**src/hw/rtl/htwg_pkg.sv**
```systemverilog
// Types, constants and helper functions of the hit time window grouper.
`timescale 1ns / 1ps

package htwg_pkg;

  // Event limits
  localparam int MAX_WINDOWS = 256;
  localparam int SPLIT_PLANE = 7;

  // Field widths
  localparam int TIME_W     = 20;
  localparam int END_W      = TIME_W + 1;
  localparam int PLANE_W    = 6;
  localparam int HITS_W     = 10;
  localparam int NUM_W      = 8;
  localparam int WL_W       = 16;
  localparam int TMO_W      = 19;
  localparam int CLASS_W    = 2;
  localparam int CFG_IDX_W  = 1;
  localparam int CFG_DATA_W = 19;

  // Window counter holds MAX_WINDOWS itself, the index holds up to MAX_WINDOWS-1
  localparam int WIN_CNT_W = $clog2(MAX_WINDOWS + 1);
  localparam int WIN_IDX_W = $clog2(MAX_WINDOWS);

  // Result queue
  localparam int OUTQ_DEPTH = 4;
  localparam int OUTQ_PTR_W = $clog2(OUTQ_DEPTH);
  localparam int OUTQ_CNT_W = $clog2(OUTQ_DEPTH + 1);

  typedef enum logic [CLASS_W-1:0] {
    CLASS_UPSTREAM   = 2'd0,
    CLASS_DOWNSTREAM = 2'd1,
    CLASS_MIXED      = 2'd2
  } window_class_e;

  typedef enum logic [CFG_IDX_W-1:0] {
    REG_WINDOW_LENGTH      = 1'b0,
    REG_TRIGGER_MAX_OFFSET = 1'b1
  } cfg_reg_e;

  typedef struct packed {
    logic                     has_hit;
    logic signed [TIME_W-1:0] hit_time;
    logic [PLANE_W-1:0]       hit_plane;
    logic                     end_of_event;
  } hit_item_t;

  typedef struct packed {
    logic signed [TIME_W-1:0] window_start;
    window_class_e            window_class;
    logic [HITS_W-1:0]        window_hits;
    logic [NUM_W-1:0]         window_number;
    logic                     window_present;
    logic                     trigger_found;
    logic [NUM_W-1:0]         trigger_window;
    logic                     event_done;
  } win_result_t;

  // Stream class from the lowest and highest plane of a window
  function automatic window_class_e classify(input logic [PLANE_W-1:0] min_p,
                                             input logic [PLANE_W-1:0] max_p);
    window_class_e cls;
    if (max_p < PLANE_W'(SPLIT_PLANE)) begin
      cls = CLASS_UPSTREAM;
    end else if (min_p >= PLANE_W'(SPLIT_PLANE)) begin
      cls = CLASS_DOWNSTREAM;
    end else begin
      cls = CLASS_MIXED;
    end
    return cls;
  endfunction

  // Window report from the open-window state; num_next is one past its index
  function automatic win_result_t make_window(input logic signed [TIME_W-1:0] start,
                                              input logic [PLANE_W-1:0]       min_p,
                                              input logic [PLANE_W-1:0]       max_p,
                                              input logic [HITS_W-1:0]        count,
                                              input logic [WIN_CNT_W-1:0]     num_next);
    win_result_t r;
    logic [WIN_CNT_W-1:0] idx;
    idx              = num_next - WIN_CNT_W'(1);
    r                = '0;
    r.window_start   = start;
    r.window_class   = classify(min_p, max_p);
    r.window_hits    = count;
    r.window_number  = NUM_W'(idx);
    r.window_present = 1'b1;
    return r;
  endfunction

endpackage

```
**src/hw/rtl/htwg_if.sv**
```systemverilog
// Channel interfaces of the window grouper: configuration, hits and window results.
`timescale 1ns / 1ps

interface htwg_cfg_if;
  import htwg_pkg::*;
  logic                  valid;
  logic                  ready;
  logic [CFG_IDX_W-1:0]  index;
  logic [CFG_DATA_W-1:0] data;

  modport source (output valid, index, data, input ready);
  modport sink   (input valid, index, data, output ready);
endinterface

interface htwg_hit_if;
  import htwg_pkg::*;
  logic                     valid;
  logic                     ready;
  logic                     has_hit;
  logic signed [TIME_W-1:0] hit_time;
  logic [PLANE_W-1:0]       hit_plane;
  logic                     end_of_event;

  modport source (output valid, has_hit, hit_time, hit_plane, end_of_event, input ready);
  modport sink   (input valid, has_hit, hit_time, hit_plane, end_of_event, output ready);
endinterface

interface htwg_win_if;
  import htwg_pkg::*;
  logic                     valid;
  logic                     ready;
  logic signed [TIME_W-1:0] window_start;
  logic [CLASS_W-1:0]       window_class;
  logic [HITS_W-1:0]        window_hits;
  logic [NUM_W-1:0]         window_number;
  logic                     window_present;
  logic                     trigger_found;
  logic [NUM_W-1:0]         trigger_window;
  logic                     event_done;

  modport source (output valid, window_start, window_class, window_hits, window_number,
                  window_present, trigger_found, trigger_window, event_done,
                  input ready);
  modport sink   (input valid, window_start, window_class, window_hits, window_number,
                  window_present, trigger_found, trigger_window, event_done,
                  output ready);
endinterface

```
**src/hw/rtl/hit_time_window_grouper.sv**
```systemverilog
// Top level of the hit time window grouper: window state, trigger pick and result queue.
//
//  channel | dir | payload                                          | transfer when
//  cfg_i   | in  | index, data                                      | valid & ready
//  hit_i   | in  | has_hit, hit_time, hit_plane, end_of_event       | valid & ready
//  win_o   | out | window fields, trigger fields, event_done        | valid & ready
//
// One hit item per cycle while the result queue has room; an item is held in the input register,
// then its window update and up to two results are written in the same cycle.
// The four-entry result queue takes an item only with two free entries, so hit_i
// stalls only while win_o holds results back. cfg_i is always ready.
// Reset clears all window state and both registers; there is no clearing pass.
`timescale 1ns / 1ps

module hit_time_window_grouper (
  input  logic        clk_i,
  input  logic        rst_ni,
  htwg_cfg_if.sink    cfg_i,
  htwg_hit_if.sink    hit_i,
  htwg_win_if.source  win_o
);
  import htwg_pkg::*;

  // Configuration registers
  logic [WL_W-1:0]  wl_q;
  logic [TMO_W-1:0] tmo_q;

  // Input register
  logic      s1_valid_q;
  hit_item_t s1_q;

  // Window state of the current event
  logic                     open_q,       open_d,      open_m;
  logic signed [TIME_W-1:0] start_q,      start_d,     start_m;
  logic signed [END_W-1:0]  end_q,        end_d,       end_m;
  logic [PLANE_W-1:0]       minp_q,       minp_d,      minp_m;
  logic [PLANE_W-1:0]       maxp_q,       maxp_d,      maxp_m;
  logic [HITS_W-1:0]        count_q,      count_d,     count_m;
  logic [WIN_CNT_W-1:0]     num_q,        num_d,       num_m;
  logic [TIME_W-1:0]        best_mag_q,   best_mag_d,  best_mag_m;
  logic [WIN_IDX_W-1:0]     best_num_q,   best_num_d,  best_num_m;
  logic                     best_valid_q, best_valid_d, best_valid_m;

  // Result queue
  win_result_t           outq_q [OUTQ_DEPTH];
  logic [OUTQ_PTR_W-1:0] wr_ptr_q, rd_ptr_q;
  logic [OUTQ_CNT_W-1:0] cnt_q;

  // Per-item decode
  logic signed [END_W-1:0] t_ext;
  logic [TIME_W-1:0]       mag;
  logic                    joins, opens, closes;
  logic                    advance, pop;
  win_result_t             res_closed, res_done;
  logic [OUTQ_CNT_W-1:0]   push_n;
  win_result_t             head;

  // Configuration writes
  assign cfg_i.ready = 1'b1;

  always_ff @(posedge clk_i or negedge rst_ni) begin
    if (!rst_ni) begin
      wl_q  <= '0;
      tmo_q <= '0;
    end else if (cfg_i.valid) begin
      case (cfg_reg_e'(cfg_i.index))
        REG_WINDOW_LENGTH:      wl_q  <= cfg_i.data[WL_W-1:0];
        REG_TRIGGER_MAX_OFFSET: tmo_q <= cfg_i.data[TMO_W-1:0];
        default: ;
      endcase
    end
  end

  // Input register: moves on when the queue has room for two results
  assign advance     = s1_valid_q && (cnt_q <= OUTQ_CNT_W'(OUTQ_DEPTH - 2));
  assign hit_i.ready = !s1_valid_q || advance;

  always_ff @(posedge clk_i or negedge rst_ni) begin
    if (!rst_ni) begin
      s1_valid_q <= 1'b0;
    end else if (hit_i.ready) begin
      s1_valid_q <= hit_i.valid;
    end
  end

  always_ff @(posedge clk_i) begin
    if (hit_i.ready && hit_i.valid) begin
      s1_q.has_hit      <= hit_i.has_hit;
      s1_q.hit_time     <= hit_i.hit_time;
      s1_q.hit_plane    <= hit_i.hit_plane;
      s1_q.end_of_event <= hit_i.end_of_event;
    end
  end

  // Window update, trigger tracking and result build
  always_comb begin
    t_ext  = END_W'(s1_q.hit_time);
    mag    = s1_q.hit_time[TIME_W-1] ? TIME_W'(-s1_q.hit_time) : TIME_W'(s1_q.hit_time);
    joins  = s1_q.has_hit && open_q && (t_ext < end_q);
    opens  = s1_q.has_hit && !joins && (num_q < WIN_CNT_W'(MAX_WINDOWS));
    closes = opens && open_q;

    // state after the hit
    open_m       = open_q;
    start_m      = start_q;
    end_m        = end_q;
    minp_m       = minp_q;
    maxp_m       = maxp_q;
    count_m      = count_q;
    num_m        = num_q;
    best_mag_m   = best_mag_q;
    best_num_m   = best_num_q;
    best_valid_m = best_valid_q;

    if (joins) begin
      if (count_q != '1) begin
        count_m = count_q + HITS_W'(1);
      end
      if (s1_q.hit_plane < minp_q) begin
        minp_m = s1_q.hit_plane;
      end
      if (s1_q.hit_plane > maxp_q) begin
        maxp_m = s1_q.hit_plane;
      end
    end else if (opens) begin
      open_m  = 1'b1;
      start_m = s1_q.hit_time;
      end_m   = t_ext + $signed({{(END_W - WL_W){1'b0}}, wl_q});
      count_m = HITS_W'(1);
      minp_m  = s1_q.hit_plane;
      maxp_m  = s1_q.hit_plane;
      num_m   = num_q + WIN_CNT_W'(1);
      if (!best_valid_q || (mag < best_mag_q)) begin
        best_valid_m = 1'b1;
        best_mag_m   = mag;
        best_num_m   = WIN_IDX_W'(num_q);
      end
    end

    // report of the window closed by a new one
    res_closed = make_window(start_q, minp_q, maxp_q, count_q, num_q);

    // closing result of the event
    res_done = '0;
    if (open_m) begin
      res_done = make_window(start_m, minp_m, maxp_m, count_m, num_m);
    end
    if (best_valid_m && (best_mag_m <= TIME_W'(tmo_q))) begin
      res_done.trigger_found  = 1'b1;
      res_done.trigger_window = NUM_W'(best_num_m);
    end
    res_done.event_done = 1'b1;

    // next state, back to reset values after the closing item
    open_d       = open_m;
    start_d      = start_m;
    end_d        = end_m;
    minp_d       = minp_m;
    maxp_d       = maxp_m;
    count_d      = count_m;
    num_d        = num_m;
    best_mag_d   = best_mag_m;
    best_num_d   = best_num_m;
    best_valid_d = best_valid_m;
    if (s1_q.end_of_event) begin
      open_d       = 1'b0;
      start_d      = '0;
      end_d        = '0;
      minp_d       = '1;
      maxp_d       = '0;
      count_d      = '0;
      num_d        = '0;
      best_mag_d   = '0;
      best_num_d   = '0;
      best_valid_d = 1'b0;
    end

    push_n = OUTQ_CNT_W'(closes) + OUTQ_CNT_W'(s1_q.end_of_event);
    if (!advance) begin
      push_n = '0;
    end
  end

  // Window state registers
  always_ff @(posedge clk_i or negedge rst_ni) begin
    if (!rst_ni) begin
      open_q       <= 1'b0;
      start_q      <= '0;
      end_q        <= '0;
      minp_q       <= '1;
      maxp_q       <= '0;
      count_q      <= '0;
      num_q        <= '0;
      best_mag_q   <= '0;
      best_num_q   <= '0;
      best_valid_q <= 1'b0;
    end else if (advance) begin
      open_q       <= open_d;
      start_q      <= start_d;
      end_q        <= end_d;
      minp_q       <= minp_d;
      maxp_q       <= maxp_d;
      count_q      <= count_d;
      num_q        <= num_d;
      best_mag_q   <= best_mag_d;
      best_num_q   <= best_num_d;
      best_valid_q <= best_valid_d;
    end
  end

  // Result queue storage: closed window first, closing result after it
  always_ff @(posedge clk_i) begin
    if (advance) begin
      if (closes) begin
        outq_q[wr_ptr_q] <= res_closed;
        if (s1_q.end_of_event) begin
          outq_q[wr_ptr_q + OUTQ_PTR_W'(1)] <= res_done;
        end
      end else if (s1_q.end_of_event) begin
        outq_q[wr_ptr_q] <= res_done;
      end
    end
  end

  // Result queue pointers and fill count
  assign pop = win_o.valid && win_o.ready;

  always_ff @(posedge clk_i or negedge rst_ni) begin
    if (!rst_ni) begin
      wr_ptr_q <= '0;
      rd_ptr_q <= '0;
      cnt_q    <= '0;
    end else begin
      wr_ptr_q <= wr_ptr_q + OUTQ_PTR_W'(push_n);
      if (pop) begin
        rd_ptr_q <= rd_ptr_q + OUTQ_PTR_W'(1);
      end
      cnt_q <= cnt_q + push_n - OUTQ_CNT_W'(pop);
    end
  end

  // Output channel
  assign head                 = outq_q[rd_ptr_q];
  assign win_o.valid          = (cnt_q != '0);
  assign win_o.window_start   = head.window_start;
  assign win_o.window_class   = head.window_class;
  assign win_o.window_hits    = head.window_hits;
  assign win_o.window_number  = head.window_number;
  assign win_o.window_present = head.window_present;
  assign win_o.trigger_found  = head.trigger_found;
  assign win_o.trigger_window = head.trigger_window;
  assign win_o.event_done     = head.event_done;

endmodule

```
**src/flat_wrapper.sv**
```systemverilog
// flat-port wrapper written by rule: the top's interface ports become plain ports
module hit_time_window_grouper_flat import htwg_pkg::*;
  (clk_i, rst_ni, cfg_i_valid, cfg_i_index, cfg_i_data, cfg_i_ready, hit_i_valid, hit_i_has_hit, hit_i_hit_time, hit_i_hit_plane, hit_i_end_of_event, hit_i_ready, win_o_valid, win_o_window_start, win_o_window_class, win_o_window_hits, win_o_window_number, win_o_window_present, win_o_trigger_found, win_o_trigger_window, win_o_event_done, win_o_ready);
  htwg_cfg_if cfg_i_i ();
  htwg_hit_if hit_i_i ();
  htwg_win_if win_o_i ();
  input  logic clk_i;
  input  logic rst_ni;
  input wire logic [$bits(cfg_i_i.valid)-1:0] cfg_i_valid;
  input wire logic [$bits(cfg_i_i.index)-1:0] cfg_i_index;
  input wire logic [$bits(cfg_i_i.data)-1:0] cfg_i_data;
  output wire logic [$bits(cfg_i_i.ready)-1:0] cfg_i_ready;
  input wire logic [$bits(hit_i_i.valid)-1:0] hit_i_valid;
  input wire logic [$bits(hit_i_i.has_hit)-1:0] hit_i_has_hit;
  input wire logic [$bits(hit_i_i.hit_time)-1:0] hit_i_hit_time;
  input wire logic [$bits(hit_i_i.hit_plane)-1:0] hit_i_hit_plane;
  input wire logic [$bits(hit_i_i.end_of_event)-1:0] hit_i_end_of_event;
  output wire logic [$bits(hit_i_i.ready)-1:0] hit_i_ready;
  output wire logic [$bits(win_o_i.valid)-1:0] win_o_valid;
  output wire logic [$bits(win_o_i.window_start)-1:0] win_o_window_start;
  output wire logic [$bits(win_o_i.window_class)-1:0] win_o_window_class;
  output wire logic [$bits(win_o_i.window_hits)-1:0] win_o_window_hits;
  output wire logic [$bits(win_o_i.window_number)-1:0] win_o_window_number;
  output wire logic [$bits(win_o_i.window_present)-1:0] win_o_window_present;
  output wire logic [$bits(win_o_i.trigger_found)-1:0] win_o_trigger_found;
  output wire logic [$bits(win_o_i.trigger_window)-1:0] win_o_trigger_window;
  output wire logic [$bits(win_o_i.event_done)-1:0] win_o_event_done;
  input wire logic [$bits(win_o_i.ready)-1:0] win_o_ready;
  assign cfg_i_i.valid = cfg_i_valid;
  assign cfg_i_i.index = cfg_i_index;
  assign cfg_i_i.data = cfg_i_data;
  assign cfg_i_ready = cfg_i_i.ready;
  assign hit_i_i.valid = hit_i_valid;
  assign hit_i_i.has_hit = hit_i_has_hit;
  assign hit_i_i.hit_time = hit_i_hit_time;
  assign hit_i_i.hit_plane = hit_i_hit_plane;
  assign hit_i_i.end_of_event = hit_i_end_of_event;
  assign hit_i_ready = hit_i_i.ready;
  assign win_o_valid = win_o_i.valid;
  assign win_o_window_start = win_o_i.window_start;
  assign win_o_window_class = win_o_i.window_class;
  assign win_o_window_hits = win_o_i.window_hits;
  assign win_o_window_number = win_o_i.window_number;
  assign win_o_window_present = win_o_i.window_present;
  assign win_o_trigger_found = win_o_i.trigger_found;
  assign win_o_trigger_window = win_o_i.trigger_window;
  assign win_o_event_done = win_o_i.event_done;
  assign win_o_i.ready = win_o_ready;
  hit_time_window_grouper u_core (.clk_i(clk_i), .rst_ni(rst_ni), .cfg_i(cfg_i_i), .hit_i(hit_i_i), .win_o(win_o_i));
endmodule
```
**config.mk**
```make
export PLATFORM = sky130hd
export DESIGN_NAME = hit_time_window_grouper_flat
export DESIGN_NICKNAME = d
export VERILOG_FILES = /design/src/hw/rtl/htwg_pkg.sv /design/src/hw/rtl/htwg_if.sv /design/src/hw/rtl/hit_time_window_grouper.sv /design/src/flat_wrapper.sv
export SDC_FILE = /design/constraint.sdc
export NUM_CORES = 1
export LEC_CHECK = 0
export BUFFER_PORTS_ARGS = -buffer_cell sky130_fd_sc_hd__buf_2
export CORE_UTILIZATION = 39
export DETAILED_ROUTE_END_ITERATION = 8
export PLACE_DENSITY = 0.67
export SYNTH_ARGS = -nofsm -noshare
export SYNTH_HDL_FRONTEND = slang
export SYNTH_SLANG_ARGS = --single-unit
```
**constraint.sdc**
```tcl
create_clock -name clk_i -period 13.8 [get_ports clk_i]
set_clock_uncertainty 0.1 [all_clocks]
set_input_delay 1.38 -clock clk_i [delete_from_list [all_inputs] [get_ports clk_i]]
set_output_delay 1.38 -clock clk_i [all_outputs]
set_load 0.005 [all_outputs]
```
* Word-level counts from Yosys, hierarchy flattened *
Memories as Yosys holds them, arrays and structs flattened.
Index checks and enable logic that the tools add are counted.

cells by class
  $add $sub $neg = 12
  magnitude comparators = 11
  eq/ne operators = 2
  multiplexer cells = 55
  bitwise operators = 2
  reduce and logical (&&, ||, !) cells = 19

operator list
  operator                                                                              number
  20-bit 2-to-1 mux                                                                     8
  51-bit 2-to-1 mux                                                                     2
  21-bit 2-to-1 mux                                                                     3
  6-bit 2-to-1 mux                                                                      8
  10-bit 2-to-1 mux                                                                     4
  9-bit 2-to-1 mux                                                                      4
  8-bit 2-to-1 mux                                                                      4
  20-bit by 17-bit adder with 21-bit output                                             1
  20-bit by 21-bit < comparator with 1-bit output                                       1
  20-bit by 19-bit less-or-equal comparator with 1-bit output                           1
  20-bit < comparator                                                                   1
  20-bit negation                                                                       1
  1-bit 2-to-1 mux                                                                      17
  8-bit by 1-bit subtractor with 8-bit output (second input constant)                   2
  6-bit by 3-bit greater-or-equal comparator with 1-bit output (second input constant)  2
  6-bit by 3-bit < comparator with 1-bit output (second input constant)                 2
  10-bit by 1-bit adder with 10-bit output (second input constant)                      1
  10-bit inequality test (second input constant)                                        1
  9-bit by 1-bit adder with 9-bit output (second input constant)                        1
  1-bit logical AND                                                                     9
  9-bit < comparator (second input constant)                                            1
  2-bit 2-to-1 mux                                                                      4
  6-bit > comparator                                                                    1
  6-bit < comparator                                                                    1
  16 further kinds                                                                      21

storage, ports and cells
  register bits after elaboration = 173
  memory bits (writable) = 204
  output and inout port bits = 54
  memories = 1

memories
  memory         depth  width  read ports  clocked after memory_dff  wr ports  line                           source
  u_core.outq_q  4      51     1           0                         2         hit_time_window_grouper.sv:45  win_result_t outq_q [OUTQ_DEPTH];

* Depth between registers and ports, before layout *
Gate-level depths: netlist of the first run.

  depth in word-level cells = 13
  gate-level depth with buffers = 29
  gate-level depth less buffers = 26

* Least setup slack after synthesis of the first run *
No wires, ideal clock.

  kind = register -> register
  from = register u_core.s1_q[7] (netlist bit)
  to = memory u_core.outq_q[1][1] (netlist bit), data pin
  arrival time = 5.931 ns
  data required time = 13.524 ns
  setup slack = 7.593 ns
  cell stages (with the launch flop) = 30
  buffers on the path = 3
  clock period less this slack = 6.207 ns
  cells stage by stage = edfxtp_1 nor3_1 nand2_1 or3_1 or3_1 or3_1 o31ai_1 xnor2_1 ha_1 nand3_1 o22ai_1 o21a_1 o21ai_0 a21oi_1 o21ai_0 and3_1 buf_6 buf_2 mux2_2 ha_1 a21o_1 a21o_1 a21o_1 a21o_1 a21o_1 a21o_1 nor4b_4 a21oi_2 buf_4 nor4_1

RTL lines
  item             line                           source
  start, declared  hit_time_window_grouper.sv:30  hit_item_t s1_q;
  end, declared    hit_time_window_grouper.sv:45

==> reports/results.tsv, run 1 <==
metric	value	unit
die_w	234	µm
diodes	0	
ys_seq_area_share	50.5	%
antenna_found_initial	0	
fin_tns_setup	0	ns
layout.cells.non_filler	2566	
crit_path_top_delay_cell	and3_1	
io_pins	107	
min_period	7.39	ns
ir_worst_vdd	0.123	mV
first_global_vias	15000	
slew_headroom	26.2	%
path_common_cell	a21o_1	
worst_pin_slew	1.11	ns
synth_fp_nets	1940	
fp.dieH	234	µm
grt-ovfl-total	0	
status	finished, violations left	
crit_path_end_kind	register	
hp-class	register to register	
dpl.hpwl	37200	µm
ys.flop_type	edfxtp_1	
grt_pass1_wl	87900	µm
holdCritStartpoint	u_core.outq_q[3][0]	
clockBufferDepth	3	
cts_max_level	2	
synth_seq_cells	377	
synth_area	20900	µm²
synth_area_leaders	edfxtp_1, dfrtp_1, ha_1	
grt_use_total	20.9	%
slew_violations	0	
rows	84	
place_inst	2489	
rsz0062_at_grt	false	
drc	14	
dr.pass1.iters	8	
violations	design-rule violations	
crit_path_start	u_core.s1_q[7]	
cts_hold_buf	0	
max_freq	0.135	GHz
finalNetCount	1996	
post_cts_buffers	0	
postSynth.asyncResetShare	38.5	%
yosysWarnings	0	
r2r-start	u_core.s1_q[7]	
grt_start_max_net_pins	74	
avgSynthCellArea	11.7	µm²
cts_buffers	42	
globalplace.congestion	0.883	
whs	0.351	ns
clock_sinks	377	
start_util	39.6	%
drt-total-wl	57000	µm
die_area	54500	µm²
clkLatencyLatePin	0.56	ns
power_density	215	nW/µm²
cts.repair.resized	0	
period_share	53.5	%
worstPathRequired	14.05	ns
finalSetupViolations	0	
cts_tree	yes	
cap_violations	0	
crit_path_max_incr_delay	0.55	ns
area.growth.synth_to_final	12.1	%
drive_above_1_share	18.5	%
critPathLaunchType	register	
synth_cells	1789	
p_leak	9.09	nW
synth_top_cell_by_area	edfxtp_1	
vias	15200	
core-area	52800	µm²
wl_per_cell	22.2	µm
synth_edf_count	228	
io_buffers	105	
synth.top_cell.area_share	32.7	%
worstPathMaxFanout	36	
vias_per_cell	5.92	
setup.worst_path.class	register to register	
synth.distinct_cells	94	
cts_root_buf	clkbuf_16	
hold_viol	0	
utilization	44.4	%
drtAntennaViolNets	0	
path_clk_slew	0.06	ns
drt_iter0_drc	1327	
worstPathArrival	7.64	ns
[Yosys cell counts (7+ instances only)]
cell and n:
xnor2_1 41, a22o_1 128, nand2_1 146, mux4_2 51
mux2_2 56, o211ai_1 7, clkbuf_1 78, inv_1 89
and2_1 7, nand2b_1 21, or3_1 13, a21o_1 23
xor2_1 13, a31oi_1 7, nor3_1 44, buf_1 10
o31ai_1 15, nor2_1 64, nand4_1 15, nand3_1 36
dfrtp_1 139, buf_2 15, o2bb2ai_1 17, nor4_1 37
nor2b_1 10, a21oi_1 77, edfxtp_1 228, mux2i_1 38
o21ai_0 96, ha_1 96, buf_6 9, and3_1 14
o22ai_1 36
[worst paths after layout]
kind	slack [ns]	depth (start not counted)	endpoint
max in group asynchronous	11.24	2	u_core.rd_ptr_q[0]
min	0.35	2	u_core.outq_q[3][0]
min reg2reg	0.35	2	u_core.outq_q[3][0]
min in group asynchronous	0.72	1	u_core.start_q[8]
max reg2reg	6.41	28	u_core.outq_q[3][2]
max	6.41	28	u_core.outq_q[3][2]
[report_power, final]
group          internal [mW]  leakage, nW  total (mW)  switching, mW
logic                  0.846         4.33        2.16           1.32
clock network          0.696        0.693        1.17          0.474
registers               1.48         4.06        1.71          0.229
[layout make-up]
| class | instances | area (µm²) |
|---|---|---|
| Fill cell | 4792 | 29300 |
| Sequential cell | 377 | 10600 |
| Multi-Input combinational cell | 1204 | 9540 |
| Clock buffer | 49 | 1120 |
| Tap cell | 688 | 861 |
| Timing Repair Buffer | 129 | 712 |
| Inverter | 91 | 342 |
| Clock inverter | 28 | 310 |
[critical path: cells and delay by family (launching register included)]
| family | cells | cell delay [ns] |
|---|---|---|
| buffers and inverters | 2 | 0.64 |
| XOR/XNOR | 1 | 0.21 |
| AO/OA/AOI/OAI | 13 | 2.05 |
| multiplexers | 1 | 0.39 |
| adder cells (fa/ha/maj) | 2 | 0.60 |
| flip-flops | 1 | 0.51 |
| AND/OR/NAND/NOR | 9 | 2.64 |
[through the flow]
| step | area [µm²] | worst slack (ns) | power (mW) |
|---|---|---|---|
| 2_1_floorplan | 20900 | 7.59 | 3.21 |
| 3_3_place_gp | 22000 | 6.66 | 3.83 |
| 3_5_place_dp | 22000 | 6.50 | 3.89 |
| 4_1_cts | 23400 | 6.44 | 5.07 |
| 5_1_grt | 23400 | 6.10 | 5.35 |
| 6_report | 23400 | 6.41 | 5.05 |
[cells in the final DEF, fill, tap and decap left out, types with 51 or more instances in the layout]
cell type    n
edfxtp_1   228
nand2_1    142
dfrtp_1    137
a22o_1     128
buf_2      104
o21ai_0     96
ha_1        96
inv_1       89
a21oi_1     76
nor2_1      61
mux2_2      56
mux4_2      51
[logic make-up (layout without fill, tap and decap cells)]
logic type	count (synthesis)	count (layout)	share of synthesized area (%)
compound gates	473	473	16.2
buf+inv	208	297	4.23
simple gates	432	432	10.4
flops	377	377	50.5
mux	146	146	10.4
other cells	1	1	0.0179
xor+xnor	54	54	2.26
fa+ha+maj	98	98	5.94
[flip-flops by register name, summed over array words and instances (netlist names), 3 cells and up]
signal,count
u_core.best_num_q,8
u_core.s1_q,28
u_core.minp_q,6
u_core.num_q,9
u_core.start_q,20
u_core.best_mag_q,20
u_core.end_q,21
u_core.count_q,10
u_core.outq_q,204
u_core.tmo_q,19
u_core.maxp_q,6
u_core.wl_q,16
u_core.cnt_q,3
[per-layer routing]
metal  track usage (%)  vias up  share of wire, %
met4              6.62        0               2.7
met2              33.5      620                46
met5                 0        -                 0
met1              29.0     7493                44
met3              3.26      101               7.3
li1                  -     6972                 -
(Power assumes the default switching activity.)
==> run 2, diff against run 1 <==
- clock period: 13.8 -> 7.6 ns (I/O delays scaled with it)
==> reports/results.tsv, run 2 (same netlist as run 1, synthesis figures left out) <==
metric	value	unit	change
cts_max_level	2		unchanged
rows	84		unchanged
clock_sinks	377		unchanged
wl_per_cell	22.3	µm	+0.40%
finalNetCount	2000		+0.20%
worstPathRequired	7.85	ns	-6.20 ns
grt_use_total	21.1	%	+0.17 points
die_area	54500	µm²	unchanged
cts_buffers	42		unchanged
antenna_found_initial	2		+2
path_common_cell	or3_1		
hp-class	input pin to async pin		
grt-ovfl-total	0		unchanged
critPathLaunchType	register		
r2r_slack	0.73	ns	-5.69 ns
crit_path_end_kind	register		
slew_headroom	31.1	%	+4.9 points
violations	design-rule violations		
globalplace.congestion	0.870		-1.4%
worstPathArrival	7.13	ns	-0.51 ns
drt-total-wl	57300	µm	+0.52%
fin_tns_setup	0	ns	unchanged
grt_start_max_net_pins	89		+20%
rsz0062_at_grt	false		
p_leak	9.08	nW	about the same
dr.max_layer_used	met5		
drive_above_1_share	18.4	%	-0.14 points
drt_iter0_drc	1361		+2.6%
r2r-start	u_core.s1_q[7]		
cts_hold_buf	0		unchanged
power_density	388	nW/µm²	+80%
post_cts_buffers	0		unchanged
ir_worst_vdd	0.199	mV	+62%
total_power	9.10	mW	+80%
clkLatencyLatePin	0.58	ns	+0.02 ns
cts_tree	yes		
first_global_vias	15000		-0.11%
cts.repair.resized	0		unchanged
wl_met1	25100	µm	+1.1%
worstPathMaxFanout	36		unchanged
cap_violations	0		unchanged
reg2reg_to	u_core.outq_q[2][8]		
core-area	52800	µm²	unchanged
routed-wl-met2	27100	µm	+2.5%
area.growth.synth_to_final	12.1	%	about the same
vias	15200		+0.16%
largest_reg_flops	204		unchanged
finalSetupViolations	0		unchanged
io_buffers	105		unchanged
io_pins	107		unchanged
dr.pass1.iters	9		+1
drc	14		unchanged
vias_per_cell	5.92		about the same
drtAntennaViolNets	0		unchanged
slew_violations	0		unchanged
crit_path_max_incr_delay	0.54	ns	about the same
grt_pass1_wl	88400	µm	+0.49%
max_freq	0.145	GHz	+7.5%
path_delay_family	simple AND/OR/NAND/NOR gates		
critPathBufInv	2		unchanged
die_w	234	µm	unchanged
path_clk_slew	0.06	ns	about the same
dpl.hpwl	38200	µm	+2.8%
crit_path_top_delay_cell	or4_1		
reg2regPathDepth	25		-11%
final_cell_mix	edfxtp_1, nand2_1, dfrtp_1		
setup.worst_path.class	register to register		
top_register	u_core.outq_q		
diodes	0		unchanged
cts_root_buf	clkbuf_16		
worst_pin_slew	1.03	ns	-0.0755 ns
hold_viol	0		unchanged
period_share	90.4	%	+37 points
min_period	6.87	ns	-0.513 ns
clockBufferDepth	3		unchanged
layout_commonest_cell	edfxtp_1		
wl_met3	3990	µm	-4.1%
reg.largest.list	u_core.outq_q x204, u_core.s1_q x28, u_core.end_q x21		
start_util	39.6	%	unchanged
status	finished, violations left		
fp.dieH	234	µm	unchanged
-- run 2: cell count changes in the layout (fill, tap and decap cells not counted), sizes merged --
cell,change
buf,+4
bufinv,-4
clkbuf,+13
clkinv,-4
clkinvlp,-2
inv,-4
-- run 2: per-layer routing --
layer,up-vias,GRT usage (%)
met5,-,0
met4,2,5.68
met3,85,3.34
met2,590,34.5
met1,7555,29.0
li1,6978,-
-- run 2: worst register-to-register path, delay by kind of cell, from the launching register on --
kind | cells | cell delay [ns]
compound gates | 8 | 1.13
xor+xnor | 1 | 0.20
fa+ha+maj | 2 | 0.58
buf+inv | 2 | 0.59
flops | 1 | 0.51
mux | 1 | 0.38
simple gates | 11 | 3.17
-- run 2: how the worst max path moves through the flow --
| stage | start | slack [ns] | endpoint | cells past startpoint |
|---|---|---|---|---|
| 2_1_floorplan | u_core.s1_q[7] | 1.39 | u_core.outq_q[1][1] | 29 |
| 3_3_place_gp | u_core.s1_q[7] | 0.87 | u_core.outq_q[2][3] | 25 |
| 3_5_place_dp | u_core.s1_q[7] | 0.78 | u_core.outq_q[2][8] | 25 |
| 4_1_cts | u_core.s1_q[7] | 0.74 | u_core.outq_q[2][8] | 25 |
| 5_1_grt | u_core.s1_q[7] | 0.32 | u_core.outq_q[3][3] | 25 |
| 6_report | u_core.s1_q[7] | 0.73 | u_core.outq_q[2][8] | 25 |
-- run 2: through the flow --
step                      hold slack (ns)  util [%]  setup WS [ns]  cell area, µm²  cells
final                               0.174      44.4          0.726           23400   2569
after global routing                0.216      44.4          0.319           23400   2569
after CTS                           0.189      44.4          0.739           23400   2569
after detailed placement            0.335      41.8          0.779           22100   2493
after global placement              0.329      41.8          0.865           22100   2493
after floorplan                     0.318         -           1.39           20900   1789
-- run 2: report_power, final --
part / internal, mW / switching [mW]
combinational: 1.54 / 2.37
clock: 1.20 / 0.839
sequential: 2.70 / 0.450
-- run 2: cell type report --
class	count	area, µm²
Tap cell	688	861
Clock buffer	62	1240
Inverter	91	342
Fill cell	4823	29300
Timing Repair Buffer	133	754
Multi-Input combinational cell	1204	9530
Clock inverter	14	145
Sequential cell	377	10600
